--- config.mk ---
export PLATFORM = sky130hd
export DESIGN_NAME = class_proportion_score_core
export DESIGN_NICKNAME = d
export VERILOG_FILES = /design/src/rtl/core/cps_pkg.sv /design/src/rtl/core/cps_div.sv /design/src/rtl/core/cps_ctrl.sv /design/src/rtl/core/cps_dp.sv /design/src/rtl/core/class_proportion_score_core.sv
export SDC_FILE = /design/constraint.sdc
export NUM_CORES = 2
export LEC_CHECK = 0
export ABC_AREA = 1
export CAP_MARGIN = 25
export CORE_MARGIN = 2
export CORE_UTILIZATION = 42
export DETAILED_ROUTE_END_ITERATION = 10
export DONT_BUFFER_PORTS = 1
export GPL_ROUTABILITY_DRIVEN = 0
export HOLD_SLACK_MARGIN = 0.02
export PLACE_DENSITY_LB_ADDON = 0.05
export SETUP_SLACK_MARGIN = 0.2
export SYNTH_ARGS = -nofsm -noshare
export SYNTH_HDL_FRONTEND = slang
export SYNTH_SLANG_ARGS = --single-unit
--- constraint.sdc ---
create_clock -name aclk -period 5.9 [get_ports aclk]
set_clock_uncertainty 0.2 [all_clocks]
set_input_delay 0.885 -clock aclk [delete_from_list [all_inputs] [get_ports aclk]]
set_output_delay 0.885 -clock aclk [all_outputs]
set_load 0.02 [all_outputs]
--- src/rtl/core/cps_pkg.sv ---
`default_nettype none
// ----------------------------------------------------------------------------
// cps_pkg
// Types and constants shared by the class proportion score core.
// ----------------------------------------------------------------------------
package cps_pkg;

    localparam int PIX_W      = 8;
    localparam int TH_W       = 17;
    localparam int QUOT_W     = 15;
    localparam int MASK_W     = 64;
    localparam int MASK_WORDS = 4;
    localparam int CFG_ADDR_W = 3;
    localparam int CFG_DATA_W = 64;

    // 25600 = 2^14 + 2^13 + 2^10 (100 percent in 1/256-percent units)
    localparam logic [QUOT_W-1:0] FULL_SCALE = 15'd25600;
    localparam int FS_SH0 = 14;
    localparam int FS_SH1 = 13;
    localparam int FS_SH2 = 10;

    typedef enum logic [CFG_ADDR_W-1:0] {
        CFG_MASK_0     = 3'd0,
        CFG_MASK_1     = 3'd1,
        CFG_MASK_2     = 3'd2,
        CFG_MASK_3     = 3'd3,
        CFG_NODATA_VAL = 3'd4,
        CFG_NODATA_EN  = 3'd5,
        CFG_MIN_TH     = 3'd6,
        CFG_MAX_TH     = 3'd7
    } cps_cfg_idx_t;

    typedef enum logic [2:0] {
        ST_COUNT,
        ST_CAPTURE,
        ST_DIV_PROP,
        ST_SCORE,
        ST_DIV_SCORE,
        ST_DONE
    } cps_state_t;

    typedef struct packed {
        logic count;       // accepted pixel word
        logic capture;     // latch totals, clear counters
        logic div_load;    // load divider
        logic div_score;   // divider operands: 1 score, 0 proportion
        logic div_step;    // one quotient bit
        logic score_eval;  // latch proportion, decide score
        logic out_load;    // load result word
    } cps_cmd_t;

    typedef struct packed {
        logic total_zero;
        logic need_div;
        logic div_last;
    } cps_status_t;

endpackage
`default_nettype wire

--- src/rtl/core/cps_div.sv ---
`default_nettype none
// ----------------------------------------------------------------------------
// cps_div
// Restoring divider, one quotient bit per cycle, QUOT_W-bit quotient.
// The caller guarantees the quotient fits in QUOT_W bits.
// ----------------------------------------------------------------------------
module cps_div import cps_pkg::*; #(
    parameter int NUM_W = 47,
    parameter int DEN_W = 33
) (
    input  wire logic              aclk,
    input  wire logic              aresetn,
    input  wire logic              load,
    input  wire logic              step,
    input  wire logic [NUM_W-1:0]  num,
    input  wire logic [DEN_W-1:0]  den,
    output logic      [QUOT_W-1:0] quot,
    output logic                   last
);

    localparam int CNT_W = $clog2(QUOT_W);

    logic [DEN_W-1:0]  rem_reg, rem_next;
    logic [DEN_W-1:0]  den_reg;
    logic [QUOT_W-1:0] num_lo_reg, num_lo_next;
    logic [QUOT_W-1:0] quot_reg, quot_next;
    logic [CNT_W-1:0]  cnt_reg, cnt_next;
    logic [DEN_W:0]    trial;
    logic              ge;

    always_comb begin
        trial       = {rem_reg, num_lo_reg[QUOT_W-1]};
        ge          = (trial >= {1'b0, den_reg});
        rem_next    = ge ? DEN_W'(trial - {1'b0, den_reg}) : trial[DEN_W-1:0];
        num_lo_next = {num_lo_reg[QUOT_W-2:0], 1'b0};
        quot_next   = {quot_reg[QUOT_W-2:0], ge};
        cnt_next    = cnt_reg - CNT_W'(1);
    end

    always_ff @(posedge aclk) begin
        if (!aresetn) begin
            cnt_reg <= '0;
        end else if (load) begin
            cnt_reg <= CNT_W'(QUOT_W - 1);
        end else if (step) begin
            cnt_reg <= cnt_next;
        end
    end

    always_ff @(posedge aclk) begin
        if (load) begin
            rem_reg    <= DEN_W'(num[NUM_W-1:QUOT_W]);
            num_lo_reg <= num[QUOT_W-1:0];
            den_reg    <= den;
            quot_reg   <= '0;
        end else if (step) begin
            rem_reg    <= rem_next;
            num_lo_reg <= num_lo_next;
            quot_reg   <= quot_next;
        end
    end

    assign quot = quot_reg;
    assign last = (cnt_reg == '0);

endmodule
`default_nettype wire

--- src/rtl/core/cps_ctrl.sv ---
`default_nettype none
// ----------------------------------------------------------------------------
// cps_ctrl
// Sequencer: counts pixel words, then runs the proportion and, when needed, the
// score division and hands the result to the output register.
// ----------------------------------------------------------------------------
module cps_ctrl import cps_pkg::*; (
    input  wire logic        aclk,
    input  wire logic        aresetn,
    input  wire logic        s_tvalid,
    input  wire logic        s_tlast,
    output logic             s_tready,
    output logic             m_tvalid,
    input  wire logic        m_tready,
    input  wire cps_status_t status,
    output cps_cmd_t         cmd
);

    cps_state_t state_reg, state_next;
    logic       out_valid_reg, out_valid_next;

    always_ff @(posedge aclk) begin
        if (!aresetn) begin
            state_reg     <= ST_COUNT;
            out_valid_reg <= 1'b0;
        end else begin
            state_reg     <= state_next;
            out_valid_reg <= out_valid_next;
        end
    end

    always_comb begin
        state_next = state_reg;
        cmd        = '0;
        s_tready   = 1'b0;
        unique case (state_reg)
            ST_COUNT: begin
                s_tready = 1'b1;
                if (s_tvalid) begin
                    cmd.count = 1'b1;
                    if (s_tlast) begin
                        state_next = ST_CAPTURE;
                    end
                end
            end
            ST_CAPTURE: begin
                cmd.capture = 1'b1;
                if (status.total_zero) begin
                    state_next = ST_DONE;
                end else begin
                    cmd.div_load = 1'b1;
                    state_next   = ST_DIV_PROP;
                end
            end
            ST_DIV_PROP: begin
                cmd.div_step = 1'b1;
                if (status.div_last) begin
                    state_next = ST_SCORE;
                end
            end
            ST_SCORE: begin
                cmd.score_eval = 1'b1;
                if (status.need_div) begin
                    cmd.div_load  = 1'b1;
                    cmd.div_score = 1'b1;
                    state_next    = ST_DIV_SCORE;
                end else begin
                    state_next = ST_DONE;
                end
            end
            ST_DIV_SCORE: begin
                cmd.div_step = 1'b1;
                if (status.div_last) begin
                    state_next = ST_DONE;
                end
            end
            ST_DONE: begin
                // hold until the output register is free
                if (!out_valid_reg || m_tready) begin
                    cmd.out_load = 1'b1;
                    state_next   = ST_COUNT;
                end
            end
            default: begin
                state_next = ST_COUNT;
            end
        endcase
    end

    always_comb begin
        if (cmd.out_load) begin
            out_valid_next = 1'b1;
        end else if (m_tready) begin
            out_valid_next = 1'b0;
        end else begin
            out_valid_next = out_valid_reg;
        end
    end

    assign m_tvalid = out_valid_reg;

`ifndef SYNTHESIS
    a_no_overwrite: assert property (@(posedge aclk) disable iff (!aresetn)
        cmd.out_load |-> (!out_valid_reg || m_tready))
        else $error("result word overwritten while pending");

    a_div_len: assert property (@(posedge aclk) disable iff (!aresetn)
        (state_reg == ST_DIV_PROP && $past(state_reg) != ST_DIV_PROP)
        |-> ##QUOT_W (state_reg == ST_SCORE))
        else $error("proportion division length wrong");

    a_no_accept_busy: assert property (@(posedge aclk) disable iff (!aresetn)
        (state_reg != ST_COUNT) |-> !cmd.count)
        else $error("pixel counted outside count phase");
`endif

endmodule
`default_nettype wire

--- src/rtl/core/cps_dp.sv ---
`default_nettype none
// ----------------------------------------------------------------------------
// cps_dp
// Datapath: configuration registers, saturating counters, shared divider,
// score decision and output register.
// ----------------------------------------------------------------------------
module cps_dp import cps_pkg::*; #(
    parameter int COUNT_WIDTH = 32
) (
    input  wire logic                  aclk,
    input  wire logic                  aresetn,
    input  wire logic                  cfg_wr_en,
    input  wire logic [CFG_ADDR_W-1:0] cfg_addr,
    input  wire logic [CFG_DATA_W-1:0] cfg_wdata,
    input  wire logic [PIX_W-1:0]      pixel_class,
    input  wire cps_cmd_t              cmd,
    output cps_status_t                status,
    output logic      [QUOT_W-1:0]     proportion,
    output logic      [QUOT_W-1:0]     score,
    output logic                       no_valid_pixels
);

    localparam int NUM_W = (COUNT_WIDTH + QUOT_W > 32) ? COUNT_WIDTH + QUOT_W : 32;
    localparam int DEN_W = (COUNT_WIDTH + 1 > TH_W + 1) ? COUNT_WIDTH + 1 : TH_W + 1;

    logic [MASK_WORDS-1:0][MASK_W-1:0] mask_reg;
    logic [PIX_W-1:0]       nodata_val_reg;
    logic                   nodata_en_reg;
    logic [TH_W-1:0]        min_th_reg;
    logic [TH_W-1:0]        max_th_reg;

    logic [COUNT_WIDTH-1:0] sel_cnt_reg;
    logic [COUNT_WIDTH-1:0] oth_cnt_reg;
    logic [COUNT_WIDTH:0]   total;

    logic                   zero_reg;
    logic [QUOT_W-1:0]      prop_reg;
    logic [QUOT_W-1:0]      score_reg;
    logic                   use_div_reg;

    logic [QUOT_W-1:0]      prop_out_reg;
    logic [QUOT_W-1:0]      score_out_reg;
    logic                   nvp_out_reg;

    logic                   skip;
    logic                   hit;
    logic [NUM_W-1:0]       sel_ext;
    logic [NUM_W-1:0]       prop_num;
    logic [NUM_W-1:0]       score_num;
    logic [NUM_W-1:0]       div_num;
    logic [DEN_W-1:0]       div_den;
    logic [QUOT_W-1:0]      quot;
    logic                   div_last;

    logic signed [TH_W:0]   p_s;
    logic signed [TH_W:0]   lo_s;
    logic signed [TH_W:0]   hi_s;
    logic signed [TH_W:0]   p_diff;
    logic signed [TH_W:0]   th_range;
    logic [NUM_W-1:0]       diff_ext;
    logic                   th_eq;
    logic                   p_ge_hi;
    logic                   p_le_lo;

    // configuration
    always_ff @(posedge aclk) begin
        if (!aresetn) begin
            mask_reg       <= '0;
            nodata_val_reg <= '0;
            nodata_en_reg  <= 1'b1;
            min_th_reg     <= '0;
            max_th_reg     <= TH_W'(FULL_SCALE);
        end else if (cfg_wr_en) begin
            unique case (cps_cfg_idx_t'(cfg_addr))
                CFG_MASK_0:     mask_reg[0]    <= cfg_wdata;
                CFG_MASK_1:     mask_reg[1]    <= cfg_wdata;
                CFG_MASK_2:     mask_reg[2]    <= cfg_wdata;
                CFG_MASK_3:     mask_reg[3]    <= cfg_wdata;
                CFG_NODATA_VAL: nodata_val_reg <= cfg_wdata[PIX_W-1:0];
                CFG_NODATA_EN:  nodata_en_reg  <= cfg_wdata[0];
                CFG_MIN_TH:     min_th_reg     <= cfg_wdata[TH_W-1:0];
                CFG_MAX_TH:     max_th_reg     <= cfg_wdata[TH_W-1:0];
                default:        ;
            endcase
        end
    end

    // pixel classification and counters
    assign skip  = nodata_en_reg && (pixel_class == nodata_val_reg);
    assign hit   = mask_reg[pixel_class[7:6]][pixel_class[5:0]];
    assign total = {1'b0, sel_cnt_reg} + {1'b0, oth_cnt_reg};

    always_ff @(posedge aclk) begin
        if (!aresetn || cmd.capture) begin
            sel_cnt_reg <= '0;
            oth_cnt_reg <= '0;
        end else if (cmd.count && !skip) begin
            // saturate at all ones
            if (hit) begin
                if (sel_cnt_reg != '1) begin
                    sel_cnt_reg <= sel_cnt_reg + COUNT_WIDTH'(1);
                end
            end else begin
                if (oth_cnt_reg != '1) begin
                    oth_cnt_reg <= oth_cnt_reg + COUNT_WIDTH'(1);
                end
            end
        end
    end

    // score thresholds against the proportion held in the divider
    always_comb begin
        p_s      = signed'({{(TH_W + 1 - QUOT_W){1'b0}}, quot});
        lo_s     = signed'({min_th_reg[TH_W-1], min_th_reg});
        hi_s     = signed'({max_th_reg[TH_W-1], max_th_reg});
        p_diff   = p_s - lo_s;
        th_range = hi_s - lo_s;
        th_eq    = (lo_s == hi_s);
        p_ge_hi  = (p_s >= hi_s);
        p_le_lo  = (p_s <= lo_s);
        diff_ext = NUM_W'(p_diff[TH_W-1:0]);
        sel_ext  = NUM_W'(sel_cnt_reg);
    end

    assign prop_num  = (sel_ext << FS_SH0) + (sel_ext << FS_SH1) + (sel_ext << FS_SH2);
    assign score_num = (diff_ext << FS_SH0) + (diff_ext << FS_SH1) + (diff_ext << FS_SH2);
    assign div_num   = cmd.div_score ? score_num : prop_num;
    assign div_den   = cmd.div_score ? DEN_W'(th_range[TH_W-1:0]) : DEN_W'(total);

    cps_div #(
        .NUM_W (NUM_W),
        .DEN_W (DEN_W)
    ) u_div (
        .aclk    (aclk),
        .aresetn (aresetn),
        .load    (cmd.div_load),
        .step    (cmd.div_step),
        .num     (div_num),
        .den     (div_den),
        .quot    (quot),
        .last    (div_last)
    );

    always_ff @(posedge aclk) begin
        if (cmd.capture) begin
            zero_reg <= (total == '0);
        end
        if (cmd.score_eval) begin
            prop_reg    <= quot;
            use_div_reg <= !th_eq && !p_le_lo && !p_ge_hi;
            if (th_eq) begin
                score_reg <= p_ge_hi ? FULL_SCALE : '0;
            end else if (p_le_lo) begin
                score_reg <= '0;
            end else begin
                score_reg <= FULL_SCALE;
            end
        end
        if (cmd.out_load) begin
            nvp_out_reg <= zero_reg;
            if (zero_reg) begin
                prop_out_reg  <= '0;
                score_out_reg <= '0;
            end else begin
                prop_out_reg  <= prop_reg;
                score_out_reg <= use_div_reg ? quot : score_reg;
            end
        end
    end

    assign status.total_zero = (total == '0);
    assign status.need_div   = !th_eq && !p_le_lo && !p_ge_hi;
    assign status.div_last   = div_last;

    assign proportion      = prop_out_reg;
    assign score           = score_out_reg;
    assign no_valid_pixels = nvp_out_reg;

`ifndef SYNTHESIS
    a_cnt_cleared: assert property (@(posedge aclk) disable iff (!aresetn)
        cmd.capture |=> (sel_cnt_reg == '0 && oth_cnt_reg == '0))
        else $error("counters not cleared after last pixel");

    a_out_range: assert property (@(posedge aclk) disable iff (!aresetn)
        cmd.out_load |=> (prop_out_reg <= FULL_SCALE && score_out_reg <= FULL_SCALE))
        else $error("result word out of range");

    a_nvp_zero: assert property (@(posedge aclk) disable iff (!aresetn)
        (cmd.out_load && zero_reg) |=> (prop_out_reg == '0 && score_out_reg == '0))
        else $error("empty raster gave nonzero result");
`endif

endmodule
`default_nettype wire

--- src/rtl/core/class_proportion_score_core.sv ---
`default_nettype none
// ----------------------------------------------------------------------------
// class_proportion_score_core
// Share of selected land-cover classes in a pixel stream, plus a score.
// ----------------------------------------------------------------------------
// Input channel s_*: one pixel class per word, s_tlast on the final pixel.
// Words are taken one per cycle while the block counts. Pixels equal to the
// nodata value (when enabled) are skipped; others count as selected or other
// by the 256-bit class mask. Counters saturate at 2^COUNT_WIDTH - 1.
// After the last pixel the block stops taking words, divides for the
// proportion on a bit-serial divider and, when the proportion lies strictly
// between the thresholds, divides again for the score. m_tvalid rises as the
// result word enters the output register; input reopens in that same cycle.
// A raster with no counted pixel skips both divisions.
// Output channel m_*: one word per raster. A finished word sits in the output
// register; the block keeps counting the next raster while it waits and
// stalls only if a second result is ready before the first is taken.
// The user must write configuration through cfg_* only while idle; the block
// itself does not enforce this. Reset (aresetn low, synchronous) clears counters,
// the pending result and the registers to their defaults: empty mask, nodata 0 enabled, thresholds 0 and 25600.
// ----------------------------------------------------------------------------
module class_proportion_score_core import cps_pkg::*; #(
    parameter int COUNT_WIDTH = 32
) (
    input  wire logic                  aclk,
    input  wire logic                  aresetn,
    input  wire logic                  cfg_wr_en,
    input  wire logic [CFG_ADDR_W-1:0] cfg_addr,
    input  wire logic [CFG_DATA_W-1:0] cfg_wdata,
    input  wire logic                  s_tvalid,
    output logic                       s_tready,
    input  wire logic [7:0]            s_tdata,   // [7:0] pixel_class
    input  wire logic                  s_tlast,   // last_pixel
    output logic                       m_tvalid,
    input  wire logic                  m_tready,
    output logic      [31:0]           m_tdata,   // [14:0] proportion, [29:15] score
    output logic                       m_tuser    // no_valid_pixels
);

    cps_cmd_t          cmd;
    cps_status_t       status;
    logic [QUOT_W-1:0] proportion;
    logic [QUOT_W-1:0] score;
    logic              no_valid_pixels;

    cps_ctrl u_ctrl (
        .aclk     (aclk),
        .aresetn  (aresetn),
        .s_tvalid (s_tvalid),
        .s_tlast  (s_tlast),
        .s_tready (s_tready),
        .m_tvalid (m_tvalid),
        .m_tready (m_tready),
        .status   (status),
        .cmd      (cmd)
    );

    cps_dp #(
        .COUNT_WIDTH (COUNT_WIDTH)
    ) u_dp (
        .aclk            (aclk),
        .aresetn         (aresetn),
        .cfg_wr_en       (cfg_wr_en),
        .cfg_addr        (cfg_addr),
        .cfg_wdata       (cfg_wdata),
        .pixel_class     (s_tdata[PIX_W-1:0]),
        .cmd             (cmd),
        .status          (status),
        .proportion      (proportion),
        .score           (score),
        .no_valid_pixels (no_valid_pixels)
    );

    assign m_tdata = {2'b00, score, proportion};
    assign m_tuser = no_valid_pixels;

endmodule
`default_nettype wire

* Word-level counts from Yosys, hierarchy flattened
Index checks and enable logic that the tools add are counted.
** Word-level totals
- Register bits :: 530
- Bits of input ports :: 81
- Output and inout port bits :: 35
- Logic and storage cells :: 136
** Operators by class
- Add/sub/neg operators :: 11
- Magnitude comparators :: 5
- Equal/unequal tests :: 21
- Multiplexer cells :: 39
- Bitwise logic cells :: 2
- Reductions and logical operators :: 31
** Operators with widths (number)
- $bmux 64 s2 :: 1
- $mux 15 :: 6
- $add 32x1->32 const B :: 2
- $mux 32 :: 2
- $mux 64 :: 1
- $ne 32x32->1 const B :: 2
- $add 46x45->47 :: 1
- $add 47x27->47 :: 1
- $add 47x42->47 :: 1
- $mux 47 :: 1
- $ge 34x33->1 :: 1
- $add 32x32->33 :: 1
- $logic_not 33->1 :: 1
- $mux 33 :: 1
- $sub 33x33->33 :: 1
- $add 31x30->32 :: 1
- $eq 3x3->1 const B :: 6
- $mux 3 :: 6
- $pmux 3 s6 :: 1
- $eq 17x17->1 :: 1
- $ge 16x17->1 :: 1
- $le 16x17->1 :: 1
- $mux 17 :: 1
- $sub 16x17->17 :: 1
- 25 further kinds :: 67

* Logic depth before layout (Yosys ltp)
- Depth in word-level cells :: 8
- Mapped depth :: 30
- Mapped depth without buffers :: 30

* Cells and area by module
A second synthesis with hierarchy kept.
** Second synthesis, totals
- Cells, all modules :: 4952
- Area, all modules :: 33576.0 um^2
** Modules (own cells, without submodules)
- cps_dp :: times used 1, cells an instance 3910, area each 26300.2 um^2
- cps_div :: times used 1, cells an instance 985, area each 6957.9 um^2
- cps_ctrl :: times used 1, cells an instance 54, area each 299.0 um^2
- class_proportion_score_core :: times used 1, cells an instance 3, area each 18.8 um^2

* Least setup slack after synthesis
No wires, ideal clock.
- Path kind :: reg-to-reg
- Start :: reg u_dp.u_div.quot_reg[0] (netlist: u_dp.u_div.quot[0])
- End :: reg u_dp.u_div.rem_reg[16] (data pin)
- Setup time :: 0.259 ns
- Arrival :: 3.903 ns
- Data required time :: 5.441 ns
- Path slack :: 1.538 ns
- Stages on the path, launching flop included :: 29
- Path buffers :: 0
- Cells stage by stage :: dfxtp_1 > inv_1 > ha_1 > fa_1 > inv_1 > nand2_1 > nand2_1 > nand3_1 > nand2_1 > inv_1 > ha_1 > nand3_1 > nand2_1 > nand3_1 > nand2_1 > nand2_1 > o21bai_1 > nand2_1 > o21ai_0 > xor2_1 > ha_1 > nand2_1 > inv_1 > a221oi_1 > nand2_2 > nand2_1 > nand2_1 > nand3_1 > a21oi_1
** On the way
- Word-level cells in the longest chain between the ends :: 8
** Ends and longest elaborated chain
- from (decl) :: RTL line cps_div.sv:26 : logic [QUOT_W-1:0] quot_reg, quot_next;
- from (signal assigned) :: RTL line cps_div.sv:59 : quot_reg <= quot_next;
- branches (longest 7 deep; another with $add 47x27->47)
- $mux 32 * :: RTL line cps_div.sv:51 : if (load) begin
- to (signal assigned) :: RTL line cps_div.sv:52 : rem_reg <= DEN_W'(num[NUM_W-1:QUOT_W]);
- to (signal assigned) :: RTL line cps_div.sv:57 : rem_reg <= rem_next;
- to (decl) :: RTL line cps_div.sv:23 : logic [DEN_W-1:0] rem_reg, rem_next;
Every way passes the cells marked *.
A chain may end at the register's enable or synchronous reset.

* Final worst setup path
- Start :: reg u_dp.u_div.quot_reg[0] (netlist: u_dp.u_div.quot[0])
- End :: reg u_dp.u_div.rem_reg[12] (data pin)
Same word-level chain as after synthesis.

==> impl_metrics.toml <==
[synthesis]
synth-xor-area-share = 0.0406
ys.flop_type = "dfxtp_1"
synth_cells = 4689
synthMuxAreaShare = 0.00235
synth_area_sq_um = 33000
yosysSeqAreaShare = 0.344
ys_warn_count = 0
synth_edf_count = 119
synth-async-reset-ratio = 0
yosys.area_share.simple = 0.264
synth_cell_types = 69
synth-seq-cells = 506
netlist.top_cell.by_area = "dfxtp_1"
synth_compound_area_frac = 0.175
synth_top_family_by_area = "simple AND/OR/NAND/NOR gates"
synthTopCellsByArea = "dfxtp_1 24%, edfxtp_1 11%, nor2_1 11%"
synth_top_cell_area_share = 0.235
yosysMostFrequentCell = "nor2_1"
synth_adder_area_share = 0.0983
syn_avg_cell_area_sq_um = 7.03
synthTopCellsByCount = "922 x nor2_1, 776 x nand2_1, 565 x o21ai_0"

[worst_setup_path]
crit_slowest_cell = "fa_1"
crit_path_end_kind = "flip-flop"
cp_common_cell = "nand2_1"
cp_slowest_stage_delay_ns = 0.41
crit_fanout = 6
required_ns = 6.08
cp_data_arrival_time_ns = 5.14
path_class = "flip-flop to flip-flop"
startpoint_type = "flip-flop"
cp_num_buf_inv = 4
timing.rr.start = "u_dp.u_div.quot[0]"
crit_family = "simple AND/OR/NAND/NOR gates"
crit_start = "u_dp.u_div.quot[0]"

[clock_tree]
cts_made_buffers = 60
clkTransAtPathRegs_ns = 0.06
clk_latency_ns = 0.68
cts_resized = 0
clockRootBuffer = "clkbuf_16"
cts_hold_buf = 0
clock-sinks = 506
cts_tree = "built"
cts_setup_buffers = 0
cts_max_path_buffers = 3
cts_max_level = 2

[floorplanning]
fp.dieW_microns = 284
dieArea_sq_um = 80700
fp.dieH_microns = 284
num_rows = 102
ioPinCount = 116
core_area_sq_um = 77600
initial_utilization = 0.425

[drt]
wirelength_microns = 108000
post_drt_wl_per_cell_microns = 19.1
vias = 30300
drtAntennaViolNets = 0
drt-pass1-iter-count = 6
vias_per_cell = 5.33
drt_iter0_markers = 2045
drc_errors = 0

[worst_hold_path]
min_from = "cfg_wdata[38]"
min-delay-path-class = "input port to flip-flop"

[layout]
largest_reg_flops = 256
finalInstanceArea_sq_um = 35900
final_nets = 4921
seq_area_sq_um = 11300
layout-drive-gt1-share = 0.0566
stdcell_count = 5689
area_growth_pct = 8.82
multiInputGateArea_sq_um = 19200
nFillCells = 8173
insertedDiodeCount = 0

[timing]
fin_crit_ns = 4.96
rsz0062_at_grt = "false"
hold_violations = 0
setup_violations = 0
tightest_slew_ns = 1.04
drv_slew = 0
fmax_mhz = 202
fin_setup_tns_ns = 0
post-route-period-util = 0.840
holdWs_ns = 0.139
slew_headroom = 0.306

[flow_run]
cap_violations = 0

[power]
ir_worst_vdd_mv = 0.644
p_clk_frac = 0.213
p_switching_uw = 8390
p_total_uw = 18300
combPwrFrac = 0.544
p_int_uw = 9860
seq_power_share = 0.243
switching_share = 0.460
leakagePower_uw = 0.0159
power_per_cell_area_nw_per_um2 = 509

[global_route]
overflow = 0
antenna_found_initial = 3
grt_max_degree = 303
grt.total_usage = 0.264
grt_pass1_wl_microns = 170000
grt_pass1_vias = 29600

[run_status]
outcome = "complete, no violations"

[placed_design]
placed_cells = 5580
placed_cell_area_sq_um = 33800
post-dp-hpwl_microns = 74600
numPortBuffers = 0
## power groups by stage
stage               combinational [uW]  sequential [uW]  clock (uW)
finish                            9930             4430        3890
global route                     11300             4470        4110
CTS                               9930             4430        3970
detailed placement                9860             4500           0
global placement                  9900             4500           0
floorplan                         7730             4380           0
## layout make-up
cell class              count  area share
clock inverters            29      0.0110
multi-input cells        3550       0.534
clock buffers              80      0.0462
flip-flops and latches    506       0.316
inverters                 440      0.0462
well taps                1040      0.0363
repair buffers             44      0.0106
## final timing paths
check             cells after the start                      to  slack (ns)
setup / recovery                     28  u_dp.u_div.rem_reg[12]        0.94
hold / removal                        2      u_dp.mask_reg[166]        0.14
setup reg to reg                     28  u_dp.u_div.rem_reg[12]        0.94
hold reg to reg                       2       u_dp.mask_reg[27]        0.27
## stage by stage
stage	worst slack (ns)	utilization
global placement	1.02	0.436
finish	0.943	0.462
global route	0.318	0.462
floorplan	1.54	-
CTS	0.976	0.462
detailed placement	1.01	0.436
## routing by layer
metal / track usage / up-vias / share of wire
met1: 0.350 / 14100 / 0.46
met5: 0 / - / 0.000092
met2: 0.439 / 655 / 0.46
met4: 0.0838 / 2 / 0.032
li1: - / 15400 / -
met3: 0.0397 / 174 / 0.050
## cell usage in the layout, fill, tap and decap left out, types with 26 or more instances in the layout
master and count:
inv_1 423, ha_1 203, fa_1 35, dfxtp_1 387, o21ai_1 26, a21oi_1 270
nand3_1 202, xor2_1 103, nand2_1 774, nor2_1 918, nand4_1 49, nand2_2 30
edfxtp_1 119, xnor2_1 48, o22ai_1 67, nor3_1 50, clkbuf_16 60, buf_4 40
o21ai_0 565
## cell families (layout without fill, tap and decap cells)
group / count (synthesis) / count (layout)
muxes: 7 / 7
other: 1 / 2
adders and majority gates: 238 / 238
AOI/OAI and AO/OA: 1048 / 1048
buffers and inverters: 634 / 593
and+or+nand+nor: 2103 / 2103
xor gates and xnor gates: 152 / 152
DFF: 506 / 506
Note: power is estimated with default switching activity, not from simulation.
